**src/hdl/mva_pkg.sv**
```systemverilog
// types, codes and the pitch table for the midi voice allocator
// no dependencies; imported by every module of the block
`timescale 1ns / 1ps
`default_nettype none

package mva_pkg;

   localparam logic [3:0] CMD_NOTE_OFF = 4'h8;
   localparam logic [3:0] CMD_NOTE_ON  = 4'h9;

   localparam logic EV_START = 1'b0;
   localparam logic EV_MUTE  = 1'b1;

   localparam int          TABLE_LEN  = 116;
   localparam logic [6:0]  TABLE_LAST = 7'(TABLE_LEN - 1);

   typedef struct packed {
      logic [3:0] cmd;
      logic [6:0] note;
   } req_type;

   typedef struct packed {
      logic [2:0]  voice;
      logic        event_kind;
      logic [12:0] tone_hz;
   } rsp_type;

   // write command from the sequencer into the voice store
   typedef struct packed {
      logic en;
      logic busy;
   } store_wr_type;

   localparam logic [12:0] PITCH_HZ [0:TABLE_LEN-1] = '{
      13'd8,    13'd9,    13'd9,    13'd10,   13'd10,   13'd11,
      13'd12,   13'd12,   13'd13,   13'd14,   13'd15,   13'd15,
      13'd16,   13'd17,   13'd18,   13'd19,   13'd21,   13'd22,
      13'd23,   13'd25,   13'd26,   13'd28,   13'd29,   13'd31,
      13'd33,   13'd35,   13'd37,   13'd39,   13'd41,   13'd44,
      13'd46,   13'd49,   13'd52,   13'd55,   13'd58,   13'd62,
      13'd65,   13'd69,   13'd73,   13'd78,   13'd82,   13'd87,
      13'd93,   13'd98,   13'd104,  13'd110,  13'd117,  13'd123,
      13'd131,  13'd139,  13'd147,  13'd156,  13'd165,  13'd175,
      13'd185,  13'd196,  13'd208,  13'd220,  13'd233,  13'd247,
      13'd262,  13'd277,  13'd294,  13'd311,  13'd330,  13'd349,
      13'd370,  13'd392,  13'd415,  13'd440,  13'd466,  13'd494,
      13'd523,  13'd554,  13'd587,  13'd622,  13'd659,  13'd698,
      13'd740,  13'd784,  13'd831,  13'd880,  13'd932,  13'd988,
      13'd1047, 13'd1109, 13'd1175, 13'd1245, 13'd1319, 13'd1397,
      13'd1480, 13'd1568, 13'd1661, 13'd1760, 13'd1865, 13'd1976,
      13'd2093, 13'd2217, 13'd2349, 13'd2489, 13'd2637, 13'd2794,
      13'd2960, 13'd3136, 13'd3322, 13'd3520, 13'd3729, 13'd3951,
      13'd4186, 13'd4435, 13'd4699, 13'd4978, 13'd5274, 13'd5588,
      13'd5920, 13'd6272
   };

   // notes above the table saturate to its last entry
   function automatic logic [12:0] pitch_of(input logic [6:0] note);
      logic [6:0] n;
      n = (note > TABLE_LAST) ? TABLE_LAST : note;
      return PITCH_HZ[n];
   endfunction

endpackage

`default_nettype wire

```
**src/hdl/mva_voice_store.sv**
```systemverilog
// per-voice busy flags and held note numbers
// depends on mva_pkg
`timescale 1ns / 1ps
`default_nettype none

module mva_voice_store #(
   parameter int VOICES = 8
) (
   input  wire                                 clock,
   input  wire                                 reset,
   input  wire  [(VOICES > 1 ? $clog2(VOICES) : 1)-1:0] rd_idx,
   output logic                                rd_busy,
   output logic [6:0]                          rd_note,
   input  mva_pkg::store_wr_type               wr_cmd,
   input  wire  [(VOICES > 1 ? $clog2(VOICES) : 1)-1:0] wr_idx,
   input  wire  [6:0]                          wr_note
);
   import mva_pkg::*;

   logic [VOICES-1:0] busy_ff;
   logic [VOICES-1:0] busy_in;
   logic [6:0]        note_ff [0:VOICES-1];

   always_comb begin
      busy_in = busy_ff;
      if (wr_cmd.en) begin
         busy_in[wr_idx] = wr_cmd.busy;
      end
   end

   always_ff @(posedge clock) begin
      if (reset) begin
         busy_ff <= '0;
      end else begin
         busy_ff <= busy_in;
      end
   end

   // note entries only matter while the voice is busy
   always_ff @(posedge clock) begin
      if (wr_cmd.en && wr_cmd.busy) begin
         note_ff[wr_idx] <= wr_note;
      end
   end

   assign rd_busy = busy_ff[rd_idx];
   assign rd_note = note_ff[rd_idx];

endmodule

`default_nettype wire

```
**src/hdl/mva_scan_seq.sv**
```systemverilog
// voice scan sequencer: one shared voice compare stepped over the voices
// depends on mva_pkg; drives mva_voice_store
`timescale 1ns / 1ps
`default_nettype none

module mva_scan_seq #(
   parameter int VOICES = 8
) (
   input  wire                                 clock,
   input  wire                                 reset,
   input  wire                                 req_valid,
   output logic                                req_ready,
   input  mva_pkg::req_type                    req_data,
   output logic [(VOICES > 1 ? $clog2(VOICES) : 1)-1:0] st_idx,
   input  wire                                 st_busy,
   input  wire  [6:0]                          st_note,
   output mva_pkg::store_wr_type               st_wr,
   output logic [6:0]                          st_wr_note,
   output logic                                res_valid,
   input  wire                                 res_take,
   output logic                                res_kind,
   output logic [6:0]                          res_note
);
   import mva_pkg::*;

   localparam int               IDX_W    = (VOICES > 1) ? $clog2(VOICES) : 1;
   localparam logic [IDX_W-1:0] IDX_LAST = IDX_W'(VOICES - 1);

   localparam logic [1:0] ST_IDLE = 2'd0;
   localparam logic [1:0] ST_SCAN = 2'd1;
   localparam logic [1:0] ST_HOLD = 2'd2;

   logic [1:0]       state_ff, state_in;
   logic [IDX_W-1:0] idx_ff, idx_in;
   logic             on_ff, on_in;
   logic [6:0]       note_ff, note_in;
   logic             hit;

   assign req_ready = (state_ff == ST_IDLE);

   // note-on wants a free voice, note-off a busy voice holding the note
   assign hit = on_ff ? !st_busy : (st_busy && (st_note == note_ff));

   always_comb begin
      state_in = state_ff;
      idx_in   = idx_ff;
      on_in    = on_ff;
      note_in  = note_ff;
      st_wr    = '0;
      case (state_ff)
         ST_IDLE: begin
            if (req_valid) begin
               idx_in  = '0;
               on_in   = (req_data.cmd == CMD_NOTE_ON);
               note_in = req_data.note;
               if (req_data.cmd == CMD_NOTE_ON || req_data.cmd == CMD_NOTE_OFF) begin
                  state_in = ST_SCAN;
               end
            end
         end
         ST_SCAN: begin
            if (hit) begin
               st_wr.en   = 1'b1;
               st_wr.busy = on_ff;
               state_in   = ST_HOLD;
            end else if (idx_ff == IDX_LAST) begin
               state_in = ST_IDLE;
            end else begin
               idx_in = idx_ff + 1'b1;
            end
         end
         ST_HOLD: begin
            if (res_take) begin
               state_in = ST_IDLE;
            end
         end
         default: begin
            state_in = ST_IDLE;
         end
      endcase
   end

   always_ff @(posedge clock) begin
      if (reset) begin
         state_ff <= ST_IDLE;
      end else begin
         state_ff <= state_in;
      end
   end

   always_ff @(posedge clock) begin
      idx_ff  <= idx_in;
      on_ff   <= on_in;
      note_ff <= note_in;
   end

   assign st_idx     = idx_ff;
   assign st_wr_note = note_ff;
   assign res_valid  = (state_ff == ST_HOLD);
   assign res_kind   = on_ff ? EV_START : EV_MUTE;
   assign res_note   = note_ff;

endmodule

`default_nettype wire

```
**src/hdl/midi_voice_allocator_top.sv**
```systemverilog
// top level of the midi voice allocator: sequencer, voice store, response register
// depends on mva_pkg, mva_voice_store, mva_scan_seq
`timescale 1ns / 1ps
`default_nettype none

// Takes note-on and note-off requests and assigns them to VOICES voices,
// lowest free voice first. A note-on that finds a free voice returns that
// voice with the note's pitch in hertz; a note-off returns a mute for the
// lowest busy voice holding the note. Other commands, unmatched note-offs
// and note-ons with every voice busy return nothing. One request is handled
// at a time: the sequencer checks one voice per cycle through a single
// compare. Other commands are dropped on acceptance; otherwise a request
// occupies the block while it scans up to the matching voice and hands the
// response off, or until the scan passes the last voice without a match.
// The handoff waits while the response register still holds an unaccepted
// response and rsp_ready is low. The response register lets the next request
// in while a response still waits for rsp_ready.
module midi_voice_allocator_top #(
   parameter int VOICES = 8
) (
   input  wire               clock,
   input  wire               reset,
   input  wire               req_valid,
   output logic              req_ready,
   input  mva_pkg::req_type  req_data,
   output logic              rsp_valid,
   input  wire               rsp_ready,
   output mva_pkg::rsp_type  rsp_data
);
   import mva_pkg::*;

   localparam int IDX_W = (VOICES > 1) ? $clog2(VOICES) : 1;

   logic [IDX_W-1:0] st_idx;
   logic             st_busy;
   logic [6:0]       st_note;
   store_wr_type     st_wr;
   logic [6:0]       st_wr_note;
   logic             res_valid;
   logic             res_take;
   logic             res_kind;
   logic [6:0]       res_note;

   logic             rsp_valid_ff, rsp_valid_in;
   rsp_type          rsp_data_ff, rsp_data_in;

   mva_scan_seq #(
      .VOICES (VOICES)
   ) u_seq (
      .clock      (clock),
      .reset      (reset),
      .req_valid  (req_valid),
      .req_ready  (req_ready),
      .req_data   (req_data),
      .st_idx     (st_idx),
      .st_busy    (st_busy),
      .st_note    (st_note),
      .st_wr      (st_wr),
      .st_wr_note (st_wr_note),
      .res_valid  (res_valid),
      .res_take   (res_take),
      .res_kind   (res_kind),
      .res_note   (res_note)
   );

   mva_voice_store #(
      .VOICES (VOICES)
   ) u_store (
      .clock   (clock),
      .reset   (reset),
      .rd_idx  (st_idx),
      .rd_busy (st_busy),
      .rd_note (st_note),
      .wr_cmd  (st_wr),
      .wr_idx  (st_idx),
      .wr_note (st_wr_note)
   );

   assign res_take = res_valid && (!rsp_valid_ff || rsp_ready);

   always_comb begin
      rsp_valid_in = rsp_valid_ff;
      rsp_data_in  = rsp_data_ff;
      if (res_take) begin
         rsp_valid_in           = 1'b1;
         rsp_data_in.voice      = 3'(st_idx);
         rsp_data_in.event_kind = res_kind;
         rsp_data_in.tone_hz    = (res_kind == EV_START) ? pitch_of(res_note) : 13'd0;
      end else if (rsp_ready) begin
         rsp_valid_in = 1'b0;
      end
   end

   always_ff @(posedge clock) begin
      if (reset) begin
         rsp_valid_ff <= 1'b0;
      end else begin
         rsp_valid_ff <= rsp_valid_in;
      end
   end

   always_ff @(posedge clock) begin
      rsp_data_ff <= rsp_data_in;
   end

   assign rsp_valid = rsp_valid_ff;
   assign rsp_data  = rsp_data_ff;

endmodule

`default_nettype wire
```
**config.mk**
```make
export PLATFORM = sky130hd
export DESIGN_NAME = midi_voice_allocator_top
export DESIGN_NICKNAME = d
export VERILOG_FILES = /design/src/hdl/mva_pkg.sv /design/src/hdl/mva_voice_store.sv /design/src/hdl/mva_scan_seq.sv /design/src/hdl/midi_voice_allocator_top.sv
export SDC_FILE = /design/constraint.sdc
export NUM_CORES = 1
export LEC_CHECK = 0
export BUFFER_PORTS_ARGS = -buffer_cell sky130_fd_sc_hd__clkbuf_2
export CORE_UTILIZATION = 25
export DETAILED_ROUTE_END_ITERATION = 8
export GPL_ROUTABILITY_DRIVEN = 1
export SYNTH_ARGS = -nofsm -noshare
export SYNTH_HDL_FRONTEND = slang
export SYNTH_SLANG_ARGS = --single-unit
```
**constraint.sdc**
```tcl
create_clock -name clock -period 3.1 [get_ports clock]
set_clock_uncertainty 0.1 [all_clocks]
set_input_delay 0.775 -clock clock [delete_from_list [all_inputs] [get_ports clock]]
set_output_delay 0.775 -clock clock [all_outputs]
set_load 0.01 [all_outputs]
```
==> impl_results.md <==
- Max-slew violations: 0
- PD cells: around 480 nW/um^2
- Post-synth EDFFs: between 80 and 90
- RSZ-0062 raised after global routing: false
- Required time worst endpoint: between 3 and 4 ns
- Largest net degree at the start of global routing: 46
- Clock buffer depth: 2
- First drt pass iteration count: 5
- Pint: 2290 uW
- P_sw: between 800 and 900 uW
- Placed instance count: roughly 820
- Register bit total from synthesis: just under 100
- Cell at the root of the clock tree: clkbuf_16
- Top cells by area, synth: edfxtp_1 (44%), dfxtp_1 (4.9%), mux2i_1 (4.6%), a21oi_1 (3.3%), mux4_1 (2.8%)
- Worst vdd ir: approximately 220 uV
- Die Area: between 20000 and 25000 sq um
- Core Footprint: about 22000 sq um
- PnR worst setup slack: roughly 0.23 ns
- CP startpoint kind: flip-flop
- Final worst-path cycle share: approximately 93%
- Relative slew slack: about 68%
- Top-count cell post-synth: edfxtp_1
- Crit-path max FO: 22
- Post-synthesis sequential area ratio: between 40% and 50%
- CP arrival: 2.86 ns
- Ys flop type: edfxtp_1
- Syn avg cell area: between 10 and 15 sq um
- Clk pwr share: a little under two fifths
- Endpoints failing hold: 0
- Vias: approximately 4400
- Fraction of layout instances using a drive strength above 1: between 20% and 30%
- Routed Antenna Nets: 0
- Placer Congestion: slightly below 0.9
- Max Used Layer: met4
- Non-Filler Instances: 840
- Antenna violations before repair: 0
- Grt ovf: 0
- Critical path class: reg2reg
- Distinct cells, synth: between 60 and 70
- FF-to-FF setup slack: between 0.2 and 0.25 ns
- Clock Latency Late Sink: 0.35 ns
- Critical Path Slowest Stage Cell: or4_1
- Cells after synthesis: just over 500
- Total track usage: between 10% and 20%
- Share of Yosys cell area claimed by the top area cell type: between 40% and 50%
- First-pass GRT wire length: approximately 24 mm
- Max Freq: roughly 0.35 GHz
- Die Ht: approximately 150 um
- CTS tree: done
- Post-CTS Repair Setup Buffers: 0
- Lkg Pwr: 0.00233 uW
- CTS Hold Buffers Added: 0
- Vias in the first global route: approximately 4100
- DRT iter0 DRCs: 378
- Num rows: 54
- Seq pwr share: 46.1%
- Drc violations: 0
- TritonCTS Sinks: about 100
- Setup Slack @ Placement: around 0.17 ns
- Tmin final: approximately 2.9 ns
- Total wire length: about 15 mm
- H-Tree Depth: 3
- Buf/Inv on CP: 1
- Metal-1 WL: around 6.8 mm
- Comb pwr share: between 10% and 20%
- Worst setup EP type: flip-flop
- Switching portion of total power: approximately 28%
- WL met3: around 1000 um
- TritonCTS Buffers: 9
- # diodes: 0
- Worst Hold Class: reg2reg
- # IOs: 34
- Die W: about 150 um
- PortBufs: 33
- Synth-to-layout area growth: 16.2%
- Synth top cells by count: edfxtp_1 (84), a21oi_1 (37), nand2_1 (36), clkbuf_1 (30), nor2_1 (27)
- Via-per-instance ratio: 5.27
- Max_cap viols: 0
- Outcome: finished, final reports clean
- DPL Wire Length: approximately 10 mm
- Cell taking the most area after synthesis: edfxtp_1
- Syn Std Cell Area: around 5700 sq um
- Syn_nets: 540
- CP peak stage delay: ~0.7 ns
- Routed len/inst: ~18 um
- Async S/R FF share, synth: 0%
- Slew @ Worst Pin: around 0.48 ns
- Worst-path clk slew: about 0.070 ns
- Hold slack: 0.366 ns
- Crit path max-delay family: simple AND/OR/NAND/NOR gates
- Setup_tns: 0 ns
- DR WL met2: ~7.3 mm
- Synthesis Warnings: 0
- Initial Utilization: around a quarter
- Crit-path cells: buf_12 > mux2i_1 > mux4_2 > xnor2_1 > or4_1 > nor4_1 > nor3_1
- Count of final setup violators: 0
- Layout Nets: 580
final cells by class:
type / count / area (sq um)
well taps: 280 / 350
inverters: 27 / 101
clock inverters: 7 / 82.6
repair buffers: 75 / 493
multi-input cells: 344 / 2560
flip-flops and latches: 98 / 2800
clock buffers: 9 / 225
fillers: 2191 / 15500
routing by layer:
metal	track usage [%]	vias to the layer above
met4	5.00	0
met5	0	-
li1	-	2078
met1	17.9	2118
met3	1.87	32
met2	21.1	201
sequential cells by signal, indices dropped and copies added (netlist names), named ones only:
register / cells
u_store.note_ff: 56
rsp_data: 17
u_store.busy_ff: 8
u_seq.res_note: 7
u_seq.st_idx: 3
u_seq.state_ff: 2
rsp_valid: 1
u_seq.on_ff: 1
layout by cell type (no fill, tap or decap), types with 7 or more instances in the layout:
cell type / Yosys / routed
nor2_1: 27 / 26
buf_4: 3 / 41
mux4_2: 7 / 7
clkbuf_2: 1 / 33
nor3_1: 10 / 10
a211oi_1: 12 / 12
o41ai_2: 7 / 7
dfxtp_1: 14 / 14
nand3_1: 19 / 19
nand2b_1: 7 / 7
clkbuf_16: 0 / 9
nand2_1: 36 / 36
nor2b_1: 9 / 8
a31oi_1: 12 / 12
o21ai_0: 26 / 26
a21oi_1: 37 / 37
a221oi_1: 7 / 7
edfxtp_1: 84 / 84
inv_1: 26 / 26
ha_1: 10 / 10
mux2i_1: 26 / 26
o211ai_1: 11 / 11
worst paths after layout:
kind                                                   endpoint  cells after the start                             from
worst max-delay path                  u_seq.st_idx[2]$_DFFE_PP_                      7                        flip-flop
worst min-delay path            u_store.busy_ff[2]$_SDFFE_PP0P_                      2  u_store.busy_ff[2]$_SDFFE_PP0P_
worst max register to register        u_seq.st_idx[2]$_DFFE_PP_                      7                        flip-flop
worst min register to register  u_store.busy_ff[2]$_SDFFE_PP0P_                      2  u_store.busy_ff[2]$_SDFFE_PP0P_
per-stage QoR:
step	cell area [sq um]	power (uW)	utilization, %
after floorplan	5710	1850	-
after global placement	6310	2000	28.6
after detailed placement	6310	2000	28.6
after CTS	6620	3180	30.0
after global routing	6620	3280	30.0
final	6620	3180	30.0
what timing repair did:
item | CTS | global route
setup endpoints to repair | 0 | 3
gates resized for setup | 0 | 1
hold endpoints to repair | 0 | 0
logic make-up after synthesis:
logic type      synth area share [%]
flops                           49.2
xor+xnor                        1.65
simple gates                    11.6
compound gates                  19.2
fa+ha+maj                       2.20
buf+inv                         5.95
mux                             10.1
power by group through the flow:
stage,Clock (uW),Combinational [uW],Sequential (uW)
final,1190,520,1470
after global routing,1260,559,1470
after CTS,1200,510,1470
after detailed placement,0,507,1500
after global placement,0,510,1500
after floorplan,0,359,1490
worst reg2reg max path: stages (launching register included):
cell and delay, ns:
dfxtp_1 0.36, buf_12 0.20, mux2i_1 0.11, mux4_2 0.47, xnor2_1 0.17, or4_1 0.72, nor4_1 0.34, nor3_1 0.16
Note: power is estimated with default switching activity, not from simulation.
